==> config.mk <==
export PLATFORM = sky130hd
export DESIGN_NAME = double_hash_table
export DESIGN_NICKNAME = d
export VERILOG_FILES = /design/src/rtl/dht_pkg.sv /design/src/rtl/dht_ram.sv /design/src/rtl/dht_ctrl.sv /design/src/rtl/dht_datapath.sv /design/src/rtl/double_hash_table.sv
export SDC_FILE = /design/constraint.sdc
export NUM_CORES = 2
export LEC_CHECK = 0
export BUFFER_PORTS_ARGS = -buffer_cell sky130_fd_sc_hd__buf_2
export CAP_MARGIN = 25
export CORE_MARGIN = 2
export CORE_UTILIZATION = 68
export CTS_CLUSTER_DIAMETER = 120
export CTS_CLUSTER_SIZE = 30
export DETAILED_ROUTE_END_ITERATION = 16
export PLACE_DENSITY_LB_ADDON = 0.15
export SYNTH_ARGS = -nofsm -noshare
export SYNTH_HDL_FRONTEND = slang
export SYNTH_SLANG_ARGS = --single-unit
==> constraint.sdc <==
create_clock -name i_clk -period 20.9 [get_ports i_clk]
set_input_delay 0 -clock i_clk [delete_from_list [all_inputs] [get_ports i_clk]]
set_output_delay 0 -clock i_clk [all_outputs]
set_load 0.005 [all_outputs]
==> src/rtl/dht_pkg.sv <==
// Shared types, codes and hash helpers for the double hash table.
package dht_pkg;

    localparam int KEY_W  = 31;
    localparam int PAY_W  = 32;
    localparam int OP_W   = 2;
    localparam int STAT_W = 2;
    localparam int SIZE_W = 7;   // table size register and slot numbers
    localparam int CNT_W  = 8;   // probe read counter, runs from zero up to size plus one
    localparam int REM_W  = 5;   // residues mod 17 and the probe step
    localparam int NIB_N  = 8;   // nibbles in the padded 32-bit key

    localparam logic [SIZE_W-1:0] SIZE_RESET = 7'd64;
    localparam logic [REM_W-1:0]  HASH_MOD   = 5'd17;

    localparam logic [OP_W-1:0] OP_INSERT = 2'd0;
    localparam logic [OP_W-1:0] OP_SEARCH = 2'd1;
    localparam logic [OP_W-1:0] OP_DELETE = 2'd2;

    localparam logic [STAT_W-1:0] STAT_OK   = 2'd0;
    localparam logic [STAT_W-1:0] STAT_MISS = 2'd1;
    localparam logic [STAT_W-1:0] STAT_FULL = 2'd2;

    typedef enum logic [2:0] {
        S_CLEAR,
        S_IDLE,
        S_HASH,
        S_FOLD,
        S_REDUCE,
        S_PROBE,
        S_FINISH
    } t_state;

    typedef struct packed {
        logic clr;
        logic load_in;
        logic hash;
        logic fold;
        logic reduce;
        logic probe_init;
        logic probe;
        logic out_load;
    } t_dp_cmd;

    typedef struct packed {
        logic clr_last;
        logic hash_last;
        logic red_done;
        logic eval_done;
        logic out_free;
    } t_dp_sts;

    // (16*rem + nib) mod 17; 16 is -1 mod 17, so this is (nib - rem) mod 17
    function automatic logic [REM_W-1:0] f_rem_step(input logic [REM_W-1:0] rem,
                                                    input logic [3:0] nib);
        logic [5:0] v;
        v = {2'b00, nib} + 6'd17 - {1'b0, rem};
        if (v >= 6'd17) begin
            v = v - 6'd17;
        end
        return v[REM_W-1:0];
    endfunction

    // (5*rem + 7) mod 17 for rem below 17
    function automatic logic [REM_W-1:0] f_home_hash(input logic [REM_W-1:0] rem);
        logic [6:0] v;
        v = {rem, 2'b00} + {2'b00, rem} + 7'd7;
        for (int i = 0; i < 5; i++) begin
            if (v >= 7'd17) begin
                v = v - 7'd17;
            end
        end
        return v[REM_W-1:0];
    endfunction

endpackage

==> src/rtl/dht_ram.sv <==
// Generic simple dual-port RAM, one write port and one registered read port.
module dht_ram #(
    parameter int WIDTH = 32,
    parameter int DEPTH = 64,
    localparam int AW = (DEPTH > 1) ? $clog2(DEPTH) : 1
) (
    input  logic             i_clk,
    input  logic             i_we,
    input  logic [AW-1:0]    i_waddr,
    input  logic [WIDTH-1:0] i_wdata,
    input  logic [AW-1:0]    i_raddr,
    output logic [WIDTH-1:0] o_rdata
);

    logic [WIDTH-1:0] r_mem [DEPTH];
    logic [WIDTH-1:0] r_rdata;

    always_ff @(posedge i_clk) begin
        if (i_we) begin
            r_mem[i_waddr] <= i_wdata;
        end
        r_rdata <= r_mem[i_raddr];
    end

    assign o_rdata = r_rdata;

endmodule

==> src/rtl/dht_ctrl.sv <==
// Sequencing state machine for the double hash table.
module dht_ctrl
    import dht_pkg::*;
(
    input  logic    i_clk,
    input  logic    i_rst_n,
    input  logic    i_in_valid,
    output logic    o_in_ready,
    input  t_dp_sts i_sts,
    output t_dp_cmd o_cmd
);

    t_state r_state;
    t_state n_state;

    always_ff @(posedge i_clk) begin
        if (!i_rst_n) begin
            r_state <= S_CLEAR;
        end else begin
            r_state <= n_state;
        end
    end

    always_comb begin
        n_state = r_state;
        unique case (r_state)
            S_CLEAR: begin
                if (i_sts.clr_last) begin
                    n_state = S_IDLE;
                end
            end
            S_IDLE: begin
                if (i_in_valid) begin
                    n_state = S_HASH;
                end
            end
            S_HASH: begin
                if (i_sts.hash_last) begin
                    n_state = S_FOLD;
                end
            end
            S_FOLD:   n_state = S_REDUCE;
            S_REDUCE: begin
                if (i_sts.red_done) begin
                    n_state = S_PROBE;
                end
            end
            S_PROBE: begin
                if (i_sts.eval_done) begin
                    n_state = S_FINISH;
                end
            end
            S_FINISH: begin
                if (i_sts.out_free) begin
                    n_state = S_IDLE;
                end
            end
            default:  n_state = S_CLEAR;
        endcase
    end

    always_comb begin
        o_cmd      = '0;
        o_in_ready = 1'b0;
        unique case (r_state)
            S_CLEAR:  o_cmd.clr = 1'b1;
            S_IDLE: begin
                o_in_ready    = 1'b1;
                o_cmd.load_in = i_in_valid;
            end
            S_HASH:   o_cmd.hash = 1'b1;
            S_FOLD:   o_cmd.fold = 1'b1;
            S_REDUCE: begin
                o_cmd.probe_init = i_sts.red_done;
                o_cmd.reduce     = !i_sts.red_done;
            end
            S_PROBE:  o_cmd.probe = 1'b1;
            S_FINISH: o_cmd.out_load = i_sts.out_free;
            default:  o_cmd = '0;
        endcase
    end

endmodule

==> src/rtl/dht_datapath.sv <==
// Hashing, probe addressing, table memories and result register.
module dht_datapath
    import dht_pkg::*;
#(
    parameter int DEPTH = 64
) (
    input  logic               i_clk,
    input  logic               i_rst_n,
    input  logic               i_cfg_we,
    input  logic [SIZE_W-1:0]  i_cfg_wdata,
    input  logic [OP_W-1:0]    i_opcode,
    input  logic [KEY_W-1:0]   i_key,
    input  logic [PAY_W-1:0]   i_payload,
    input  t_dp_cmd            i_cmd,
    output t_dp_sts            o_sts,
    input  logic               i_out_ready,
    output logic               o_out_valid,
    output logic [STAT_W-1:0]  o_status,
    output logic [PAY_W-1:0]   o_payload_out
);

    localparam int AW   = (DEPTH > 1) ? $clog2(DEPTH) : 1;
    localparam int SMAX = (DEPTH < 127) ? DEPTH : 127;
    localparam logic [SIZE_W-1:0] SMAX_V = SIZE_W'(SMAX);

    logic [SIZE_W-1:0] r_table_size;
    logic [OP_W-1:0]   r_op;
    logic [KEY_W-1:0]  r_key;
    logic [PAY_W-1:0]  r_pay;
    logic [31:0]       r_kshift;
    logic [2:0]        r_nib_cnt;
    logic [REM_W-1:0]  r_rem;
    logic [SIZE_W-1:0] r_home;
    logic [REM_W-1:0]  r_step;
    logic [SIZE_W-1:0] r_addr;
    logic [CNT_W-1:0]  r_cnt;
    logic              r_rd_valid;
    logic [SIZE_W-1:0] r_rd_slot;
    logic              r_rd_home;
    logic              r_rd_last;
    logic              r_found;
    logic [STAT_W-1:0] r_status;
    logic [PAY_W-1:0]  r_result;
    logic [AW-1:0]     r_clr_addr;
    logic              r_o_valid;
    logic [STAT_W-1:0] r_o_status;
    logic [PAY_W-1:0]  r_o_payload;

    logic [SIZE_W-1:0] size_eff;
    logic              home_ge;
    logic              step_ge;
    logic [SIZE_W-1:0] step_ext;
    logic [SIZE_W:0]   addr_sum;
    logic [SIZE_W:0]   addr_next;
    logic              issue_en;

    logic [KEY_W:0]    key_q;
    logic [PAY_W-1:0]  pay_q;
    logic              occ;
    logic              kmatch;
    logic              eval;
    logic              hit;
    logic              done;
    logic [STAT_W-1:0] stat;
    logic [PAY_W-1:0]  res;

    logic              key_we;
    logic [AW-1:0]     key_waddr;
    logic [KEY_W:0]    key_wdata;
    logic              pay_we;
    logic [PAY_W-1:0]  pay_wdata;

    // effective size: zero acts as one, capped at the memory depth and at 127
    always_comb begin
        if (r_table_size == '0) begin
            size_eff = SIZE_W'(1);
        end else if (r_table_size > SMAX_V) begin
            size_eff = SMAX_V;
        end else begin
            size_eff = r_table_size;
        end
    end

    assign step_ext  = {2'b00, r_step};
    assign home_ge   = (r_home >= size_eff);
    assign step_ge   = (step_ext >= size_eff);
    assign addr_sum  = {1'b0, r_addr} + {1'b0, step_ext};
    assign addr_next = (addr_sum >= {1'b0, size_eff}) ? addr_sum - {1'b0, size_eff}
                                                      : addr_sum;
    // home read plus one read per probe: size+1 reads in all
    assign issue_en  = i_cmd.probe && (r_cnt <= {1'b0, size_eff});

    // probe evaluation on the word returned by the memories
    assign occ    = key_q[KEY_W];
    assign kmatch = occ && (key_q[KEY_W-1:0] == r_key);
    assign eval   = i_cmd.probe && r_rd_valid;

    always_comb begin
        hit  = 1'b0;
        done = 1'b1;
        stat = STAT_MISS;
        res  = '0;
        unique case (r_op)
            OP_INSERT: begin
                hit  = !occ;
                done = hit || r_rd_last;
                stat = hit ? STAT_OK : STAT_FULL;
            end
            OP_SEARCH: begin
                hit  = kmatch;
                done = hit || r_rd_last;
                stat = hit ? STAT_OK : STAT_MISS;
                res  = hit ? pay_q : '0;
            end
            OP_DELETE: begin
                // a home match stops; otherwise sweep every probe
                hit  = kmatch;
                done = (hit && r_rd_home) || r_rd_last;
                stat = (hit || r_found) ? STAT_OK : STAT_MISS;
            end
            default: begin
                hit  = 1'b0;
                done = 1'b1;
                stat = STAT_MISS;
            end
        endcase
    end

    // memory write ports
    always_comb begin
        key_we    = 1'b0;
        key_waddr = AW'(r_rd_slot);
        key_wdata = {1'b1, r_key};
        pay_we    = 1'b0;
        pay_wdata = r_pay;
        if (i_cmd.clr) begin
            key_we    = 1'b1;
            key_waddr = r_clr_addr;
            key_wdata = '0;
        end else if (eval && hit && (r_op == OP_INSERT)) begin
            key_we = 1'b1;
            pay_we = 1'b1;
        end else if (eval && hit && (r_op == OP_DELETE)) begin
            pay_we    = 1'b1;
            pay_wdata = '0;
        end
    end

    dht_ram #(
        .WIDTH (KEY_W + 1),
        .DEPTH (DEPTH)
    ) u_key_ram (
        .i_clk   (i_clk),
        .i_we    (key_we),
        .i_waddr (key_waddr),
        .i_wdata (key_wdata),
        .i_raddr (AW'(r_addr)),
        .o_rdata (key_q)
    );

    dht_ram #(
        .WIDTH (PAY_W),
        .DEPTH (DEPTH)
    ) u_pay_ram (
        .i_clk   (i_clk),
        .i_we    (pay_we),
        .i_waddr (AW'(r_rd_slot)),
        .i_wdata (pay_wdata),
        .i_raddr (AW'(r_addr)),
        .o_rdata (pay_q)
    );

    // control registers
    always_ff @(posedge i_clk) begin
        if (!i_rst_n) begin
            r_table_size <= SIZE_RESET;
            r_clr_addr   <= '0;
            r_rd_valid   <= 1'b0;
            r_o_valid    <= 1'b0;
        end else begin
            if (i_cfg_we) begin
                r_table_size <= i_cfg_wdata;
            end
            if (i_cmd.clr) begin
                r_clr_addr <= r_clr_addr + AW'(1);
            end
            r_rd_valid <= issue_en;
            if (i_cmd.out_load) begin
                r_o_valid <= 1'b1;
            end else if (i_out_ready) begin
                r_o_valid <= 1'b0;
            end
        end
    end

    // working registers
    always_ff @(posedge i_clk) begin
        if (i_cmd.load_in) begin
            r_op      <= i_opcode;
            r_key     <= i_key;
            r_pay     <= i_payload;
            r_kshift  <= {1'b0, i_key};
            r_nib_cnt <= '0;
            r_rem     <= '0;
        end
        if (i_cmd.hash) begin
            r_rem     <= f_rem_step(r_rem, r_kshift[31:28]);
            r_kshift  <= {r_kshift[27:0], 4'h0};
            r_nib_cnt <= r_nib_cnt + 3'd1;
        end
        if (i_cmd.fold) begin
            r_home <= SIZE_W'(f_home_hash(r_rem));
            r_step <= HASH_MOD - r_rem;
        end
        if (i_cmd.reduce) begin
            if (home_ge) begin
                r_home <= r_home - size_eff;
            end
            if (step_ge) begin
                r_step <= REM_W'(step_ext - size_eff);
            end
        end
        if (i_cmd.probe_init) begin
            r_addr  <= r_home;
            r_cnt   <= '0;
            r_found <= 1'b0;
        end
        if (issue_en) begin
            r_rd_slot <= r_addr;
            r_rd_home <= (r_cnt == '0);
            r_rd_last <= (r_cnt == {1'b0, size_eff});
            r_cnt     <= r_cnt + CNT_W'(1);
            r_addr    <= addr_next[SIZE_W-1:0];
        end
        if (eval && hit && (r_op == OP_DELETE)) begin
            r_found <= 1'b1;
        end
        if (eval && done) begin
            r_status <= stat;
            r_result <= res;
        end
        if (i_cmd.out_load) begin
            r_o_status  <= r_status;
            r_o_payload <= r_result;
        end
    end

    assign o_sts.clr_last  = (r_clr_addr == AW'(DEPTH - 1));
    assign o_sts.hash_last = (r_nib_cnt == 3'(NIB_N - 1));
    assign o_sts.red_done  = !home_ge && !step_ge;
    assign o_sts.eval_done = eval && done;
    assign o_sts.out_free  = !r_o_valid || i_out_ready;

    assign o_out_valid   = r_o_valid;
    assign o_status      = r_o_status;
    assign o_payload_out = r_o_payload;

endmodule

==> src/rtl/double_hash_table.sv <==
// Top level of the double hash table: controller, datapath and checks.
//
// Open-addressed table of key/payload pairs with double hashing. Each word on
// the input channel is one request (insert, search or delete) and yields
// exactly one result word. One request is worked at a time: the key is
// reduced mod 17 four bits per cycle, folded into a home slot and a probe
// step, both brought below the table size by repeated subtraction (a long
// run only for very small sizes), then the home slot and all size probes are
// read back to back through the single read port of the key memory, one slot
// per cycle. Insert stops early on the first free slot, search on the first
// match, and delete only on a match in the home slot. The result is then
// handed over, and the block returns to idle before the next word is taken.
// The result sits in an output register, so a finished word may wait there
// while the next request is accepted. After reset the block sweeps the
// occupied marks clear, one slot per cycle, through all DEPTH slots before it
// accepts its first request; table_size writes are taken during that sweep
// as always. The user must write table_size through i_cfg_we/i_cfg_wdata only
// while the block is idle; the block itself does not enforce this. Zero acts
// as one and values above DEPTH act as DEPTH.
module double_hash_table
    import dht_pkg::*;
#(
    parameter int DEPTH = 64
) (
    input  logic               i_clk,
    input  logic               i_rst_n,
    // configuration
    input  logic               i_cfg_we,
    input  logic [SIZE_W-1:0]  i_cfg_wdata,
    // request channel
    input  logic               i_in_valid,
    output logic               o_in_ready,
    input  logic [OP_W-1:0]    i_opcode,
    input  logic [KEY_W-1:0]   i_key,
    input  logic [PAY_W-1:0]   i_payload,
    // result channel
    output logic               o_out_valid,
    input  logic               i_out_ready,
    output logic [STAT_W-1:0]  o_status,
    output logic [PAY_W-1:0]   o_payload_out
);

    t_dp_cmd cmd;
    t_dp_sts sts;

    dht_ctrl u_ctrl (
        .i_clk      (i_clk),
        .i_rst_n    (i_rst_n),
        .i_in_valid (i_in_valid),
        .o_in_ready (o_in_ready),
        .i_sts      (sts),
        .o_cmd      (cmd)
    );

    dht_datapath #(
        .DEPTH (DEPTH)
    ) u_datapath (
        .i_clk         (i_clk),
        .i_rst_n       (i_rst_n),
        .i_cfg_we      (i_cfg_we),
        .i_cfg_wdata   (i_cfg_wdata),
        .i_opcode      (i_opcode),
        .i_key         (i_key),
        .i_payload     (i_payload),
        .i_cmd         (cmd),
        .o_sts         (sts),
        .i_out_ready   (i_out_ready),
        .o_out_valid   (o_out_valid),
        .o_status      (o_status),
        .o_payload_out (o_payload_out)
    );

    // one request in flight: ready drops right after an accept
    a_one_in_flight: assert property (@(posedge i_clk) disable iff (!i_rst_n)
        (i_in_valid && o_in_ready) |=> !o_in_ready)
        else $error("request accepted while another is in flight");

    // the controller issues at most one datapath command per cycle
    a_cmd_exclusive: assert property (@(posedge i_clk) disable iff (!i_rst_n)
        $onehot0(cmd))
        else $error("conflicting datapath commands");

    // a result only appears when the controller hands one over
    a_result_source: assert property (@(posedge i_clk) disable iff (!i_rst_n)
        $rose(o_out_valid) |-> $past(cmd.out_load))
        else $error("result word without a finished request");

    // no request is taken during the clearing sweep
    a_no_accept_clear: assert property (@(posedge i_clk) disable iff (!i_rst_n)
        cmd.clr |-> !o_in_ready)
        else $error("request accepted during clearing sweep");

endmodule

==> impl_metrics.tcl <==
set metrics [dict create \
    outcome "complete, no violations" \
    drt-pass1-iter-count 10 \
    stdcell_count 10900 \
    drt_wl_total_mm 396 \
    max_slew_margin_pct 15.5 \
    setup_tns_ns 0 \
    cts_resized 0 \
    fillCellCount 12900 \
    synth_edf_count 4288 \
    syn_area_um2 169000 \
    cts.clk_slew.worst_paths_ns 0.12 \
    drc 0 \
    fin_crit_ns 8.40 \
    synth_most_common_cell "edfxtp_1" \
    critPathMaxFanout 10 \
    synth_common_cells "4288 x edfxtp_1, 1344 x mux4_2, 254 x clkbuf_1" \
    worstSetupEndpointType "flop" \
    drtAntennaViolNets 0 \
    core_area_um2 246000 \
    start_util_pct 68.6 \
    grt_usage_pct 31.6 \
    hpwl_mm 215 \
    ys_async_sr_fraction_pct 0 \
    avgViaCountPerCell 7.29 \
    synth_top_area_cell "edfxtp_1" \
    worstSetupPathType "reg2reg" \
    cts_root_buf "clkbuf_16" \
    final_util_pct 74.1 \
    routabilityCongestion 0.885 \
    synth_seq_area_share_pct 77.4 \
    grt_overflow 0 \
    netlist_top_cells_area "edfxtp_1 76%, mux4_2 18%, dfxtp_1 1.2%" \
    maxCapViolCount 0 \
    p_per_area_nw_per_um2 107 \
    setup_ws_ns 12.50 \
    drt-initial-drc-count 12800 \
    tightest_slew_ns 1.27 \
    cts_made_buffers 164 \
    cpMaxStageDelayCell "fa_1" \
    grt_pass1_wl_mm 560 \
    vdd_ir_drop_max_mv 0.351 \
    pre_cts_ws_ns 12.76 \
    die_area_um2 252000 \
    crit_required_ns 21.68 \
    chipWidth_um 502 \
    first_global_vias 77600 \
    crit_top_cell "ha_1" \
    rsz0062_at_grt "no" \
    finalPower_mw 19.6 \
    final_hold_viol_count 0 \
    cts_tree "done" \
    fin_crit_sh_pct 40.2 \
    io_pins 113 \
    worstSetupStartpointType "flop" \
    synth_flop_cell "edfxtp_1" \
    post_drt_wl_per_cell_um 36.5 \
    fin_worst_skew_ns 0.0474 \
    syn_inst 7092 \
    drive_gt1_share_pct 28.3 \
    cp.arrival_ns 9.18 \
    synth_top_area_share_pct 76.2 \
    slew_viol_final 0 \
    clock.fmax_mhz 119 \
    clock_path_buffers 3 \
    rows 182 \
    hp-class "in2reg" \
    grt_max_degree 156 \
    nNetsFinal 7597 \
    cpPeakStageDelay_ns 0.65 \
    antenna_found_initial 36 \
    leakage_nw 56.5 \
    dp.cells 10400 \
    yosysWarnings 0 \
    area_growth_pct 8.06 \
    finalSetupViolations 0 \
    syn_area_per_cell_um2 23.8 \
    clock-sinks 4387 \
    worstSkewPairLatency_ns 0.91 \
    vias 79200 \
    syn-num-nets 7243 \
    fp.dieH_um 502 \
    io_buffers 112 \
    synth_cell_types 85 \
    htreeDepth 4 \
    synth-seq-cells 4387 \
]
## routing by layer
metal  vias to the layer above  routed length, um  GRT usage [%]
met4                         8               7890           6.10
met2                      5443             185000           47.4
met3                       521              52800           7.57
met5                         -                 61              0
li1                      30800                  -              -
met1                     42400             150000           49.5
## metrics by stage
step	instance area (um2)	hold slack, ns
after floorplan	169000	0.0986
after global placement	175000	0.177
after detailed placement	175000	0.178
after CTS	181000	0.00147
after global routing	183000	0.0496
final	183000	0.0608
## layout by cell type (no fill, tap or decap), types with 8 or more instances in the layout
cell and count:
edfxtp_1 4288, mux4_2 1344, buf_4 184, clkbuf_16 167, dlygate4sd3_1 166, nor2_4 130
buf_2 112, nand2_1 110, dfxtp_1 99, clkbuf_1 87, nor2_1 69, buf_12 69
ha_1 68, and2_2 63, inv_1 45, and3_1 43, xor2_1 42, o21ai_0 42
xnor2_1 37, a21oi_1 36, a22o_1 33, nand3_1 24, a21o_1 19, mux2i_1 17
nor3_1 14, o211ai_1 13, nand2b_1 13, nor4_1 13, nor2b_1 10, nand3b_1 10
nand4_1 9, a31oi_1 8, and2_1 8, or2_2 8, inv_6 8
## report_power, final
group          internal, mW  leakage, nW  total, mW  switching, mW
Combinational          1.69         14.2       4.89           3.19
Clock                  1.51         2.22       3.99           2.47
Sequential             10.6         40.0       10.7          0.126
Total                  13.8         56.5       19.6           5.79
## repair_timing
action / in CTS / in global routing
setup buffers: 0 / 0
endpoints found under the hold margin: 114 / 0
hold buffers: 166 / 0
## logic make-up after synthesis
| family | Yosys count | share of synthesized area [%] |
|---|---|---|
| AND/OR/NAND/NOR | 555 | 1.61 |
| buffers and inverters | 395 | 0.888 |
| XOR/XNOR | 82 | 0.445 |
| adder cells (fa/ha/maj) | 74 | 0.575 |
| flip-flops | 4387 | 77.4 |
| multiplexers | 1366 | 18.1 |
| AO/OA/AOI/OAI | 233 | 1.03 |
## worst max-delay path, delay by kind of cell, from the launching register on
kind | cells | cell delay, ns
buf+inv | 4 | 0.46
xor+xnor | 2 | 0.34
compound gates | 10 | 2.71
simple gates | 5 | 1.42
fa+ha+maj | 6 | 1.97
flops | 1 | 0.55
mux | 2 | 0.80
## area by class of cell
cell class	count	area [um2]	area share, %
sequential	4387	131000	71.6
multi-input combinational	2310	37800	20.7
timing repair buffer	535	5070	2.78
clock buffer	253	4480	2.45
tap	3312	4140	2.27
inverter	48	184	0.101
clock inverter	13	165	0.0905
antenna	3	7.51	0.00411
## state kept, by name (all words and copies together), names as in the netlist, 2 cells and up
name,flops
u_ctrl.r_state,3
u_datapath.o_payload_out,32
u_datapath.o_status,2
u_datapath.r_addr,7
u_datapath.r_clr_addr,6
u_datapath.r_cnt,8
u_datapath.r_home,7
u_datapath.r_key,31
u_datapath.r_kshift,32
u_datapath.r_nib_cnt,3
u_datapath.r_op,2
u_datapath.r_pay,32
u_datapath.r_rd_slot,6
u_datapath.r_rem,5
u_datapath.r_result,32
u_datapath.r_status,2
u_datapath.r_step,5
u_datapath.r_table_size,7
u_datapath.u_key_ram.o_rdata,32
u_datapath.u_key_ram.r_mem,2048
u_datapath.u_pay_ram.o_rdata,32
u_datapath.u_pay_ram.r_mem,2048
## final timing paths
kind / startpoint / slack [ns] / to / depth (start not counted)
setup / recovery: u_datapath.r_rem[1] / 12.50 / u_datapath.r_home[2] / 29
hold / removal: i_key[26] / 0.06 / u_datapath.r_kshift[26] / 3
setup reg to reg: u_datapath.r_rem[1] / 12.50 / u_datapath.r_home[2] / 29
hold reg to reg: u_datapath.r_result[17] / 0.43 / u_datapath.o_payload_out[17] / 0
Note: power is estimated with default switching activity, not from simulation.
